<file path="src/srrw_pkg.sv">
`timescale 1ns / 1ps
// Shared types, constants and codes for the selective-repeat receive window.
// No dependencies; imported by every module of the block.
package srrw_pkg;

    localparam int WINDOW = 16;
    localparam int SLOT_W = (WINDOW > 1) ? $clog2(WINDOW) : 1;
    localparam int CNT_W  = $clog2(WINDOW + 1);
    localparam int SUM_W  = CNT_W + 1;
    localparam int FL_W   = 24;
    localparam int SEG_W  = 16;

    localparam logic [1:0] OP_START = 2'd0;
    localparam logic [1:0] OP_TICK  = 2'd1;
    localparam logic [1:0] OP_DATA  = 2'd2;

    localparam logic [1:0] CFG_FILE_LEN = 2'd0;
    localparam logic [1:0] CFG_SEG_SIZE = 2'd1;
    localparam logic [1:0] CFG_TIMEOUT  = 2'd2;

    localparam logic [FL_W-1:0]  FILE_LEN_RST = 24'd1;
    localparam logic [SEG_W-1:0] SEG_SIZE_RST = 16'd1000;
    localparam logic [SEG_W-1:0] TIMEOUT_RST  = 16'd1000;

    typedef enum logic [1:0] {
        KIND_REQ  = 2'd0,
        KIND_DLV  = 2'd1,
        KIND_IGN  = 2'd2,
        KIND_DONE = 2'd3
    } t_kind;

    typedef struct packed {
        logic [1:0]       opcode;
        logic [FL_W-1:0]  data_start;
        logic [SEG_W-1:0] data_length;
    } t_in_item;

    typedef struct packed {
        t_kind            kind;
        logic [FL_W-1:0]  request_offset;
        logic [SEG_W-1:0] request_length;
        logic [4:0]       deliver_slot;
        logic [FL_W-1:0]  deliver_segment;
        logic [SEG_W-1:0] deliver_length;
        logic             last;
    } t_out_item;

    typedef enum logic [3:0] {
        ST_IDLE,
        ST_DIV_N,
        ST_WAIT_N,
        ST_DISPATCH,
        ST_SW_RD,
        ST_SW_EX,
        ST_DIV_K,
        ST_WAIT_K,
        ST_BASE,
        ST_SLOT,
        ST_DLV,
        ST_FINISH,
        ST_FLUSH
    } t_state;

    typedef enum logic [3:0] {
        CMD_NONE,
        CMD_LATCH,
        CMD_DIV_N,
        CMD_SAVE_N,
        CMD_START_INIT,
        CMD_TICK_INIT,
        CMD_SW_RD,
        CMD_SW_EX,
        CMD_DIV_K,
        CMD_BASE,
        CMD_ACCEPT,
        CMD_IGNORE,
        CMD_DLV,
        CMD_FINISH,
        CMD_FLUSH
    } t_cmd;

    typedef struct packed {
        logic [1:0] op;
        logic       div_busy;
        logic       active;
        logic       win_ok;
        logic       idx_last;
        logic       slot_ok;
        logic       dlv_go;
    } t_status;

endpackage

</file>
<file path="src/srrw_div.sv">
`timescale 1ns / 1ps
// Restoring divider, one quotient bit per cycle, 24-bit dividend by 16-bit divisor.
// Depends on srrw_pkg.
module srrw_div import srrw_pkg::*; (
    input  logic             i_clk,
    input  logic             i_rst_n,
    input  logic             i_go,
    input  logic [FL_W-1:0]  i_dividend,
    input  logic [SEG_W-1:0] i_divisor,
    output logic             o_busy,
    output logic [FL_W-1:0]  o_quot,
    output logic [SEG_W-1:0] o_rem
);

    localparam int STEP_W = $clog2(FL_W);

    logic              r_busy;
    logic [STEP_W-1:0] r_cnt;
    logic [SEG_W-1:0]  r_acc;
    logic [FL_W-1:0]   r_q;
    logic [SEG_W-1:0]  r_d;
    logic [SEG_W:0]    trial;
    logic [SEG_W:0]    diff;
    logic              ge;

    always_comb begin
        trial = {r_acc, r_q[FL_W-1]};
        ge    = trial >= {1'b0, r_d};
        diff  = trial - {1'b0, r_d};
    end

    always_ff @(posedge i_clk) begin
        if (!i_rst_n) begin
            r_busy <= 1'b0;
            r_cnt  <= '0;
        end else if (i_go) begin
            r_busy <= 1'b1;
            r_cnt  <= '0;
        end else if (r_busy) begin
            r_cnt <= r_cnt + STEP_W'(1);
            if (r_cnt == STEP_W'(FL_W - 1)) begin
                r_busy <= 1'b0;
            end
        end
    end

    always_ff @(posedge i_clk) begin
        if (i_go) begin
            r_acc <= '0;
            r_q   <= i_dividend;
            r_d   <= i_divisor;
        end else if (r_busy) begin
            r_acc <= ge ? diff[SEG_W-1:0] : trial[SEG_W-1:0];
            r_q   <= {r_q[FL_W-2:0], ge};
        end
    end

    assign o_busy = r_busy;
    assign o_quot = r_q;
    assign o_rem  = r_acc;

endmodule

</file>
<file path="src/srrw_dp.sv">
`timescale 1ns / 1ps
// Datapath: configuration, window slots, divider, offset multiplier, result staging.
// Depends on srrw_pkg and srrw_div; driven by commands from srrw_ctrl.
module srrw_dp import srrw_pkg::*; (
    input  logic             i_clk,
    input  logic             i_rst_n,
    input  t_cmd             i_cmd,
    output t_status          o_status,
    input  t_in_item         i_item,
    input  logic             i_cfg_valid,
    input  logic [1:0]       i_cfg_index,
    input  logic [FL_W-1:0]  i_cfg_data,
    output t_out_item        o_result,
    output logic             o_result_valid
);

    logic [FL_W-1:0]   r_file_len;
    logic [SEG_W-1:0]  r_seg_size;
    logic [SEG_W-1:0]  r_timeout;
    t_in_item          r_item;
    logic [FL_W-1:0]   r_n;
    logic [SEG_W-1:0]  r_rem;
    logic [CNT_W-1:0]  r_w;
    logic [FL_W-1:0]   r_seg_arr [WINDOW];
    logic [SEG_W-1:0]  r_tmr_arr [WINDOW];
    logic [WINDOW-1:0] r_rcv;
    logic [SLOT_W-1:0] r_head;
    logic [SLOT_W-1:0] r_idx;
    logic [SLOT_W-1:0] r_slot;
    logic [FL_W-1:0]   r_count;
    logic [FL_W-1:0]   r_tail;
    logic [FL_W-1:0]   r_k;
    logic [FL_W-1:0]   r_prod;
    logic              r_active;
    logic [CNT_W-1:0]  r_g;
    logic              r_ok;
    t_out_item         r_hold;
    t_out_item         r_out;
    logic              r_hold_v;
    logic              r_out_v;

    logic              div_go;
    logic [FL_W-1:0]   div_dividend;
    logic              div_busy;
    logic [FL_W-1:0]   div_q;
    logic [SEG_W-1:0]  div_r;

    logic [SEG_W-1:0]        seg_eff;
    logic [FL_W-1:0]         n_calc;
    logic [CNT_W-1:0]        w_calc;
    logic                    idx_in_win;
    logic [FL_W-1:0]         sw_seg;
    logic [FL_W+SEG_W-1:0]   mul;
    logic                    pending_idx;
    logic [SEG_W-1:0]        tmr_dec;
    logic [FL_W-1:0]         base;
    logic [FL_W-1:0]         kdiff;
    logic                    base_ok;
    logic [SUM_W-1:0]        slot_sum;
    logic [SUM_W-1:0]        slot_wrap;
    logic                    slot_ok;
    logic                    dlv_go;
    logic [SEG_W-1:0]        dlv_len;
    logic [SLOT_W-1:0]       head_next;
    logic                    win_ok;
    logic                    count_hit;
    logic                    new_v;
    t_out_item               new_res;
    t_out_item               hold_last;

    srrw_div u_div (
        .i_clk      (i_clk),
        .i_rst_n    (i_rst_n),
        .i_go       (div_go),
        .i_dividend (div_dividend),
        .i_divisor  (seg_eff),
        .o_busy     (div_busy),
        .o_quot     (div_q),
        .o_rem      (div_r)
    );

    always_comb begin
        seg_eff      = (r_seg_size == '0) ? SEG_W'(1) : r_seg_size;
        div_go       = (i_cmd == CMD_DIV_N) || (i_cmd == CMD_DIV_K);
        div_dividend = (i_cmd == CMD_DIV_K) ? r_item.data_start : r_file_len;

        n_calc = div_q + FL_W'(div_r != '0);
        w_calc = (n_calc < FL_W'(WINDOW)) ? n_calc[CNT_W-1:0] : CNT_W'(WINDOW);

        idx_in_win  = CNT_W'(r_idx) < r_w;
        sw_seg      = (r_item.opcode == OP_START) ? FL_W'(r_idx) : r_seg_arr[r_idx];
        mul         = sw_seg * seg_eff;
        pending_idx = !r_rcv[r_idx] && (r_seg_arr[r_idx] < r_n);
        tmr_dec     = (r_tmr_arr[r_idx] != '0) ? r_tmr_arr[r_idx] - SEG_W'(1) : '0;

        base    = r_seg_arr[r_head];
        kdiff   = div_q - base;
        base_ok = (div_r == '0) && (r_item.data_length == seg_eff) && (div_q < r_n)
                  && (div_q >= base) && (kdiff < FL_W'(r_w));
        slot_sum  = SUM_W'(r_head) + SUM_W'(kdiff[CNT_W-1:0]);
        slot_wrap = (slot_sum >= SUM_W'(r_w)) ? slot_sum - SUM_W'(r_w) : slot_sum;

        slot_ok   = r_ok && !r_rcv[r_slot] && (r_seg_arr[r_slot] == r_k);
        dlv_go    = (r_g < r_w) && r_rcv[r_head];
        dlv_len   = ((r_seg_arr[r_head] == r_n - FL_W'(1)) && (r_rem != '0)) ? r_rem : seg_eff;
        head_next = (CNT_W'(r_head) + CNT_W'(1) == r_w) ? '0 : r_head + SLOT_W'(1);
        win_ok    = r_active && (r_w != '0) && (CNT_W'(r_head) < r_w);
        count_hit = r_count == r_n;

        new_v   = 1'b0;
        new_res = '0;
        unique case (i_cmd)
            CMD_START_INIT: begin
                new_v        = r_n == '0;
                new_res.kind = KIND_DONE;
            end
            CMD_SW_EX: begin
                new_res.kind           = KIND_REQ;
                new_res.request_offset = r_prod;
                new_res.request_length = seg_eff;
                if (r_item.opcode == OP_START) begin
                    new_v = idx_in_win;
                end else begin
                    new_v = idx_in_win && pending_idx && (tmr_dec == '0);
                end
            end
            CMD_IGNORE: begin
                new_v        = 1'b1;
                new_res.kind = KIND_IGN;
            end
            CMD_DLV: begin
                new_v                   = 1'b1;
                new_res.kind            = KIND_DLV;
                new_res.deliver_slot    = 5'(r_head);
                new_res.deliver_segment = r_seg_arr[r_head];
                new_res.deliver_length  = dlv_len;
            end
            CMD_FINISH: begin
                new_v        = count_hit;
                new_res.kind = KIND_DONE;
            end
            default: ;
        endcase

        hold_last      = r_hold;
        hold_last.last = 1'b1;
    end

    always_ff @(posedge i_clk) begin
        if (!i_rst_n) begin
            r_file_len <= FILE_LEN_RST;
            r_seg_size <= SEG_SIZE_RST;
            r_timeout  <= TIMEOUT_RST;
            r_active   <= 1'b0;
            r_head     <= '0;
            r_count    <= '0;
            r_rcv      <= '0;
            r_idx      <= '0;
            r_g        <= '0;
            r_hold_v   <= 1'b0;
            r_out_v    <= 1'b0;
            for (int i = 0; i < WINDOW; i++) begin
                r_seg_arr[i] <= FL_W'(i);
                r_tmr_arr[i] <= '0;
            end
        end else begin
            r_out_v <= r_hold_v && (new_v || (i_cmd == CMD_FLUSH));
            if (new_v) begin
                r_hold_v <= 1'b1;
            end
            unique case (i_cmd)
                CMD_START_INIT: begin
                    r_active <= r_n != '0;
                    r_head   <= '0;
                    r_count  <= '0;
                    r_idx    <= '0;
                end
                CMD_TICK_INIT: begin
                    r_idx <= '0;
                end
                CMD_SW_EX: begin
                    r_idx <= r_idx + SLOT_W'(1);
                    if (r_item.opcode == OP_START) begin
                        r_seg_arr[r_idx] <= FL_W'(r_idx);
                        r_rcv[r_idx]     <= 1'b0;
                        r_tmr_arr[r_idx] <= idx_in_win ? r_timeout : '0;
                    end else if (idx_in_win && pending_idx) begin
                        r_tmr_arr[r_idx] <= (tmr_dec == '0) ? r_timeout : tmr_dec;
                    end
                end
                CMD_ACCEPT: begin
                    r_rcv[r_slot]     <= 1'b1;
                    r_tmr_arr[r_slot] <= '0;
                    r_count           <= r_count + FL_W'(1);
                    r_g               <= '0;
                end
                CMD_DLV: begin
                    r_seg_arr[r_head] <= r_tail + FL_W'(1);
                    r_tmr_arr[r_head] <= '0;
                    r_rcv[r_head]     <= 1'b0;
                    r_head            <= head_next;
                    r_g               <= r_g + CNT_W'(1);
                end
                CMD_FINISH: begin
                    if (count_hit) begin
                        r_active <= 1'b0;
                    end
                end
                CMD_FLUSH: begin
                    if (r_hold_v) begin
                        r_hold_v <= 1'b0;
                    end
                end
                default: ;
            endcase
            if (i_cfg_valid) begin
                unique case (i_cfg_index)
                    CFG_FILE_LEN: begin
                        r_file_len <= i_cfg_data;
                        r_active   <= 1'b0;
                    end
                    CFG_SEG_SIZE: begin
                        r_seg_size <= i_cfg_data[SEG_W-1:0];
                        r_active   <= 1'b0;
                    end
                    CFG_TIMEOUT: begin
                        r_timeout <= i_cfg_data[SEG_W-1:0];
                        r_active  <= 1'b0;
                    end
                    default: ;
                endcase
            end
        end
    end

    always_ff @(posedge i_clk) begin
        if (new_v) begin
            if (r_hold_v) begin
                r_out <= r_hold;
            end
            r_hold <= new_res;
        end
        unique case (i_cmd)
            CMD_LATCH: begin
                r_item <= i_item;
            end
            CMD_SAVE_N: begin
                r_n   <= n_calc;
                r_rem <= div_r;
                r_w   <= w_calc;
            end
            CMD_START_INIT: begin
                r_tail <= FL_W'(r_w) - FL_W'(1);
            end
            CMD_SW_RD: begin
                r_prod <= mul[FL_W-1:0];
            end
            CMD_BASE: begin
                r_k    <= div_q;
                r_ok   <= base_ok;
                r_slot <= slot_wrap[SLOT_W-1:0];
            end
            CMD_DLV: begin
                r_tail <= r_tail + FL_W'(1);
            end
            CMD_FLUSH: begin
                if (r_hold_v) begin
                    r_out <= hold_last;
                end
            end
            default: ;
        endcase
    end

    always_comb begin
        o_status.op       = r_item.opcode;
        o_status.div_busy = div_busy;
        o_status.active   = r_active;
        o_status.win_ok   = win_ok;
        o_status.idx_last = r_idx == SLOT_W'(WINDOW - 1);
        o_status.slot_ok  = slot_ok;
        o_status.dlv_go   = dlv_go;
    end

    assign o_result       = r_out;
    assign o_result_valid = r_out_v;

endmodule

</file>
<file path="src/srrw_ctrl.sv">
`timescale 1ns / 1ps
// Controller state machine: sequences division, slot sweep, data check and delivery.
// Depends on srrw_pkg; commands srrw_dp.
module srrw_ctrl import srrw_pkg::*; (
    input  logic    i_clk,
    input  logic    i_rst_n,
    input  logic    i_start,
    input  t_status i_status,
    output t_cmd    o_cmd,
    output logic    o_busy
);

    t_state r_state;
    t_state n_state;

    always_ff @(posedge i_clk) begin
        if (!i_rst_n) begin
            r_state <= ST_IDLE;
        end else begin
            r_state <= n_state;
        end
    end

    always_comb begin
        n_state = r_state;
        o_cmd   = CMD_NONE;
        unique case (r_state)
            ST_IDLE: begin
                if (i_start) begin
                    o_cmd   = CMD_LATCH;
                    n_state = ST_DIV_N;
                end
            end
            ST_DIV_N: begin
                o_cmd   = CMD_DIV_N;
                n_state = ST_WAIT_N;
            end
            ST_WAIT_N: begin
                if (!i_status.div_busy) begin
                    o_cmd   = CMD_SAVE_N;
                    n_state = ST_DISPATCH;
                end
            end
            ST_DISPATCH: begin
                priority if (i_status.op == OP_START) begin
                    o_cmd   = CMD_START_INIT;
                    n_state = ST_SW_RD;
                end else if (i_status.op == OP_TICK) begin
                    if (i_status.active) begin
                        o_cmd   = CMD_TICK_INIT;
                        n_state = ST_SW_RD;
                    end else begin
                        n_state = ST_FLUSH;
                    end
                end else if (i_status.op == OP_DATA) begin
                    if (i_status.win_ok) begin
                        n_state = ST_DIV_K;
                    end else begin
                        o_cmd   = CMD_IGNORE;
                        n_state = ST_FLUSH;
                    end
                end else begin
                    n_state = ST_FLUSH;
                end
            end
            ST_SW_RD: begin
                o_cmd   = CMD_SW_RD;
                n_state = ST_SW_EX;
            end
            ST_SW_EX: begin
                o_cmd   = CMD_SW_EX;
                n_state = i_status.idx_last ? ST_FLUSH : ST_SW_RD;
            end
            ST_DIV_K: begin
                o_cmd   = CMD_DIV_K;
                n_state = ST_WAIT_K;
            end
            ST_WAIT_K: begin
                if (!i_status.div_busy) begin
                    n_state = ST_BASE;
                end
            end
            ST_BASE: begin
                o_cmd   = CMD_BASE;
                n_state = ST_SLOT;
            end
            ST_SLOT: begin
                if (i_status.slot_ok) begin
                    o_cmd   = CMD_ACCEPT;
                    n_state = ST_DLV;
                end else begin
                    o_cmd   = CMD_IGNORE;
                    n_state = ST_FLUSH;
                end
            end
            ST_DLV: begin
                if (i_status.dlv_go) begin
                    o_cmd = CMD_DLV;
                end else begin
                    n_state = ST_FINISH;
                end
            end
            ST_FINISH: begin
                o_cmd   = CMD_FINISH;
                n_state = ST_FLUSH;
            end
            ST_FLUSH: begin
                o_cmd   = CMD_FLUSH;
                n_state = ST_IDLE;
            end
            default: begin
                n_state = ST_IDLE;
            end
        endcase
    end

    assign o_busy = r_state != ST_IDLE;

endmodule

</file>
<file path="src/selective_repeat_receive_window.sv">
`timescale 1ns / 1ps
// Top level of the selective-repeat receive window: controller plus datapath.
// Start, and tick while active: segment-count divide, then a read/execute sweep over all 16 slots.
// Data: segment-count divide, then if the window is open an offset divide, slot check and delivery.
// A result shows for one cycle, the cycle after its successor or flush; the receiver cannot stall.
// Synchronous active-low reset restores the registers' defaults and an empty, inactive window.
module selective_repeat_receive_window import srrw_pkg::*; (
    input  logic        i_clk,
    input  logic        i_rst_n,
    input  logic        i_start,
    output logic        o_busy,
    input  t_in_item    i_item,
    output t_out_item   o_result,
    output logic        o_result_valid,
    input  logic        i_cfg_valid,
    output logic        o_cfg_ready,
    input  logic [1:0]  i_cfg_index,
    input  logic [23:0] i_cfg_data
);

    t_cmd    cmd;
    t_status status;

    srrw_ctrl u_ctrl (
        .i_clk    (i_clk),
        .i_rst_n  (i_rst_n),
        .i_start  (i_start),
        .i_status (status),
        .o_cmd    (cmd),
        .o_busy   (o_busy)
    );

    srrw_dp u_dp (
        .i_clk          (i_clk),
        .i_rst_n        (i_rst_n),
        .i_cmd          (cmd),
        .o_status       (status),
        .i_item         (i_item),
        .i_cfg_valid    (i_cfg_valid),
        .i_cfg_index    (i_cfg_index),
        .i_cfg_data     (i_cfg_data),
        .o_result       (o_result),
        .o_result_valid (o_result_valid)
    );

    assign o_cfg_ready = 1'b1;

endmodule

</file>
<file path="config.mk">
export PLATFORM = sky130hd
export DESIGN_NAME = selective_repeat_receive_window
export DESIGN_NICKNAME = d
export VERILOG_FILES = /design/src/srrw_pkg.sv /design/src/srrw_div.sv /design/src/srrw_dp.sv /design/src/srrw_ctrl.sv /design/src/selective_repeat_receive_window.sv
export SDC_FILE = /design/constraint.sdc
export NUM_CORES = 2
export LEC_CHECK = 0
export ABC_AREA = 1
export BUFFER_PORTS_ARGS = -buffer_cell sky130_fd_sc_hd__buf_4
export CAP_MARGIN = 10
export CORE_MARGIN = 1
export CORE_UTILIZATION = 60
export CTS_BUF_LIST = sky130_fd_sc_hd__clkbuf_4
export CTS_CLUSTER_DIAMETER = 40
export CTS_CLUSTER_SIZE = 10
export DETAILED_ROUTE_END_ITERATION = 6
export GPL_ROUTABILITY_DRIVEN = 0
export PLACE_DENSITY_LB_ADDON = 0.1
export SLEW_MARGIN = 20
export SYNTH_ARGS = -nofsm -noshare
export SYNTH_HDL_FRONTEND = slang
export SYNTH_SLANG_ARGS = --single-unit
</file>
<file path="constraint.sdc">
create_clock -name i_clk -period 12.4 [get_ports i_clk]
set_input_delay 0.62 -clock i_clk [delete_from_list [all_inputs] [get_ports i_clk]]
set_output_delay 0.62 -clock i_clk [all_outputs]
set_load 0.05 [all_outputs]
</file>
==> results.json <==
{
  "outcome": "complete, but fails checks",
  "violations": "design-rule violations",
  "num_io_pins": 163,
  "multi_input_area_um2": 33000,
  "synth_cell_types": 64,
  "grt_pass1_wl_um": 376000,
  "firstDrtPassIters": 7,
  "postSynthCellCount": 8598,
  "die-area_um2": 122000,
  "overflow": 0,
  "fmax_mhz": 107,
  "numPortBuffers": 161,
  "required_ps": 13370,
  "max_slew_margin_pct": 12.4,
  "cts_buffer_depth": 3,
  "period_minus_slack_ps": 9320,
  "dpl_cell_area_um2": 74300,
  "path_max_fanout": 39,
  "ys_ff_latch": 1168,
  "maxCapViolations": 0,
  "fill_cells": 9987,
  "seq_area_frac_synth_pct": 46.2,
  "regToRegSetupSlack_ps": 3080,
  "hold_end": "u_dp.r_item[21]",
  "vias_per_cell": 6.29,
  "clk_latency_ps": 1320,
  "h-tree-depth": 4,
  "synth_fp_nets": 9051,
  "clkPwrFrac_pct": 24.9,
  "start_util_pct": 60.5,
  "cts_setup_buffers": 0,
  "p_int_mw": 7.23,
  "drive_above_1_share_pct": 8.11,
  "ff2ff_path_depth": 31,
  "routed_wl_um": 256000,
  "drc": 22,
  "async_flop_share_pct": 0,
  "switching_share_pct": 36.8,
  "netlist_area_um2": 72600,
  "tns_ps": 0,
  "grt_max_degree": 224,
  "rsz0062_at_grt": "no",
  "hold_ws_ps": 129,
  "power_density_nw_per_um2": 146,
  "syn2layout_area_growth_pct": 7.80,
  "worst_setup_path_end_kind": "flip-flop",
  "clk_pin_slew_ps": 120,
  "max_stage_delay_ps": 790,
  "synth-edff-count": 1018,
  "drt-wirelength-per-cell_um": 24.6,
  "post-route-period-util_pct": 75.1,
  "worstMarginPinSlew_ps": 1310,
  "cp_slowest_cell": "dfxtp_4",
  "finalClockSkew_ps": 129,
  "finalInstanceArea_um2": 78300,
  "min_path_cells": 2,
  "cts_tree": "done",
  "postSynthAreaPerCell_um2": 8.45,
  "min_from": "i_item[21]",
  "coreArea_um2": 120000,
  "fin_nets": 9072,
  "maxSlewViolCount": 0,
  "ff_latch_area_um2": 33600,
  "rows": 127,
  "grt_usage_pct": 41.3,
  "die_w_um": 350,
  "drtIter0Drc": 9546,
  "clockRootBuffer": "clkbuf_4",
  "vias": 65300,
  "setup_viol": 0,
  "path_class": "flip-flop to flip-flop",
  "rr_endpoint": "u_dp.r_prod[23]",
  "cpMostUsedCell": "nand2_1",
  "p_sw_mw": 4.21,
  "antenna_found_initial": 6,
  "cts_made_buffers": 174,
  "cts.sinks": 1168,
  "p_seq_share_pct": 42.8,
  "dp_hpwl_um": 170000,
  "p_leak_nw": 30.8,
  "crit_arrival_ps": 10280,
  "start_kind": "flip-flop",
  "hold_class": "primary input to flip-flop",
  "grt_pass1_vias": 61300,
  "hold_violations": 0,
  "synthFlopType": "edfxtp_1",
  "ir_worst_vdd_mv": 0.211,
  "fp.dieH_um": 350,
  "yosys_warnings": 0,
  "combPwrFrac_pct": 32.3,
  "ant_nets": 0
}
flip-flops by register name (all words and copies together) (netlist names), 16 cells and up, named ones only:
| name | flops |
|---|---|
| u_dp.hold_last | 86 |
| u_dp.r_count | 24 |
| u_dp.r_file_len | 24 |
| u_dp.r_item | 40 |
| u_dp.r_k | 24 |
| u_dp.r_n | 24 |
| u_dp.r_prod | 24 |
| u_dp.r_rcv | 16 |
| u_dp.r_rem | 16 |
| u_dp.r_seg_arr | 384 |
| u_dp.r_seg_size | 16 |
| u_dp.r_tail | 24 |
| u_dp.r_timeout | 16 |
| u_dp.r_tmr_arr | 256 |
| u_dp.u_div.o_quot | 24 |
| u_dp.u_div.o_rem | 16 |
| u_dp.u_div.r_d | 16 |
synthesized netlist by cell type, types with 11 or more instances:
cell	count	share of area, %
nand2_1	1564	8.1
nor2_1	1137	5.9
edfxtp_1	1018	42
inv_1	964	5.0
nand3_1	676	4.7
a21oi_1	650	4.5
o21ai_0	504	3.5
o211ai_1	338	3.5
clkbuf_1	287	1.5
fa_1	196	5.4
ha_1	185	3.2
buf_2	176	1.2
dfxtp_1	150	4.1
xor2_1	128	1.5
o21ai_1	77	0.53
nand4_1	63	0.54
nor3_1	55	0.38
xnor2_1	49	0.59
buf_1	47	0.24
o221ai_1	28	0.34
a21oi_2	25	0.30
nand2_2	25	0.22
buf_6	22	0.34
nand3b_1	22	0.23
o22ai_1	19	0.16
nand3_2	17	0.23
nor4_1	16	0.14
or2_2	15	0.13
buf_4	12	0.12
a31oi_1	11	0.095
stage by stage:
| step | util [%] | setup WS, ps | power, mW | cells |
|---|---|---|---|---|
| after global placement | 62.0 | 3310 | 8.47 | 9932 |
| after CTS | 65.3 | 3190 | 11.4 | 10400 |
| after floorplan | - | 4650 | 7.46 | 8598 |
| after detailed placement | 62.0 | 3250 | 8.55 | 9932 |
| final | 65.3 | 3080 | 11.4 | 10400 |
| after global routing | 65.3 | 2690 | 12.0 | 10400 |
worst max-delay path, delay by kind of cell, from the launching register on:
family / cells / cell delay [ps]
buffers and inverters: 6 / 1630
adder cells (fa/ha/maj): 7 / 3060
AND/OR/NAND/NOR: 8 / 1100
flip-flops: 1 / 790
AO/OA/AOI/OAI: 10 / 2400
logic make-up (layout without fill, tap and decap cells):
family / after synthesis / in the layout / synth area share (%)
simple gates: 3629 / 3629 / 21.0
other cells: 1 / 9 / 0.00516
compound gates: 1713 / 1713 / 13.6
fa+ha+maj: 381 / 381 / 8.59
flops: 1168 / 1168 / 46.2
xor+xnor: 177 / 177 / 2.13
buf+inv: 1529 / 1690 / 8.51
timing repair:
item,CTS,global route
resized for setup,0,0
hold buffers,123,0
setup endpoints to repair,0,0
hold endpoints to repair,111,0
power by group through the flow:
| stage | Sequential, mW | Clock (mW) | Combinational, mW |
|---|---|---|---|
| after global placement | 4.95 | 0 | 3.51 |
| final | 4.89 | 2.85 | 3.70 |
| after CTS | 4.87 | 2.85 | 3.63 |
| after floorplan | 4.83 | 0 | 2.63 |
| after detailed placement | 4.96 | 0 | 3.59 |
| after global routing | 4.90 | 3.00 | 4.12 |
layout make-up:
| class | instances | share of cell area (%) |
|---|---|---|
| Sequential cell | 1168 | 42.9 |
| Multi-Input combinational cell | 5901 | 42.1 |
| Inverter | 984 | 4.72 |
| Timing Repair Buffer | 390 | 4.21 |
| Tap cell | 1612 | 2.58 |
| Clock buffer | 207 | 1.98 |
| Clock inverter | 109 | 1.47 |
| Antenna cell | 8 | 0.0256 |
routing by layer:
metal  up-vias  routed length, um  global-route usage [%]
met5         -                161                   0.746
met4         6              17200                    24.7
met3      1021              37800                    13.7
met2      4805             108000                    60.1
met1     30400              92800                    53.5
li1      29000                  -                       -
worst max path at each step:
stage,endpoint,start
2_1_floorplan,u_dp.r_prod[23],flip-flop
3_3_place_gp,u_dp.r_prod[23],flip-flop
3_5_place_dp,u_dp.r_prod[23],flip-flop
4_1_cts,u_dp.r_prod[23],flip-flop
5_1_grt,u_dp.r_prod[23],flip-flop
6_report,u_dp.r_prod[23],flip-flop
cells in the final DEF (no fill, tap or decap), drive strengths merged, types with 20 or more instances in the layout:
| cell | Yosys | layout |
|---|---|---|
| bufinv | 0 | 20 |
| inv | 974 | 988 |
| o221ai | 28 | 28 |
| xnor2 | 49 | 49 |
| nor2 | 1154 | 1154 |
| nand2 | 1591 | 1591 |
| nand3b | 23 | 23 |
| nand4 | 63 | 63 |
| clkbuf | 287 | 207 |
| o21ai | 583 | 583 |
| fa | 196 | 196 |
| dlygate4sd3 | 0 | 123 |
| buf | 258 | 267 |
| dfxtp | 150 | 150 |
| xor2 | 128 | 128 |
| a21oi | 675 | 675 |
| nor3 | 55 | 55 |
| ha | 185 | 185 |
| nand3 | 696 | 696 |
| or2 | 20 | 20 |
| clkinv | 10 | 71 |
| edfxtp | 1018 | 1018 |
| o211ai | 341 | 341 |
(Power assumes the default switching activity.)
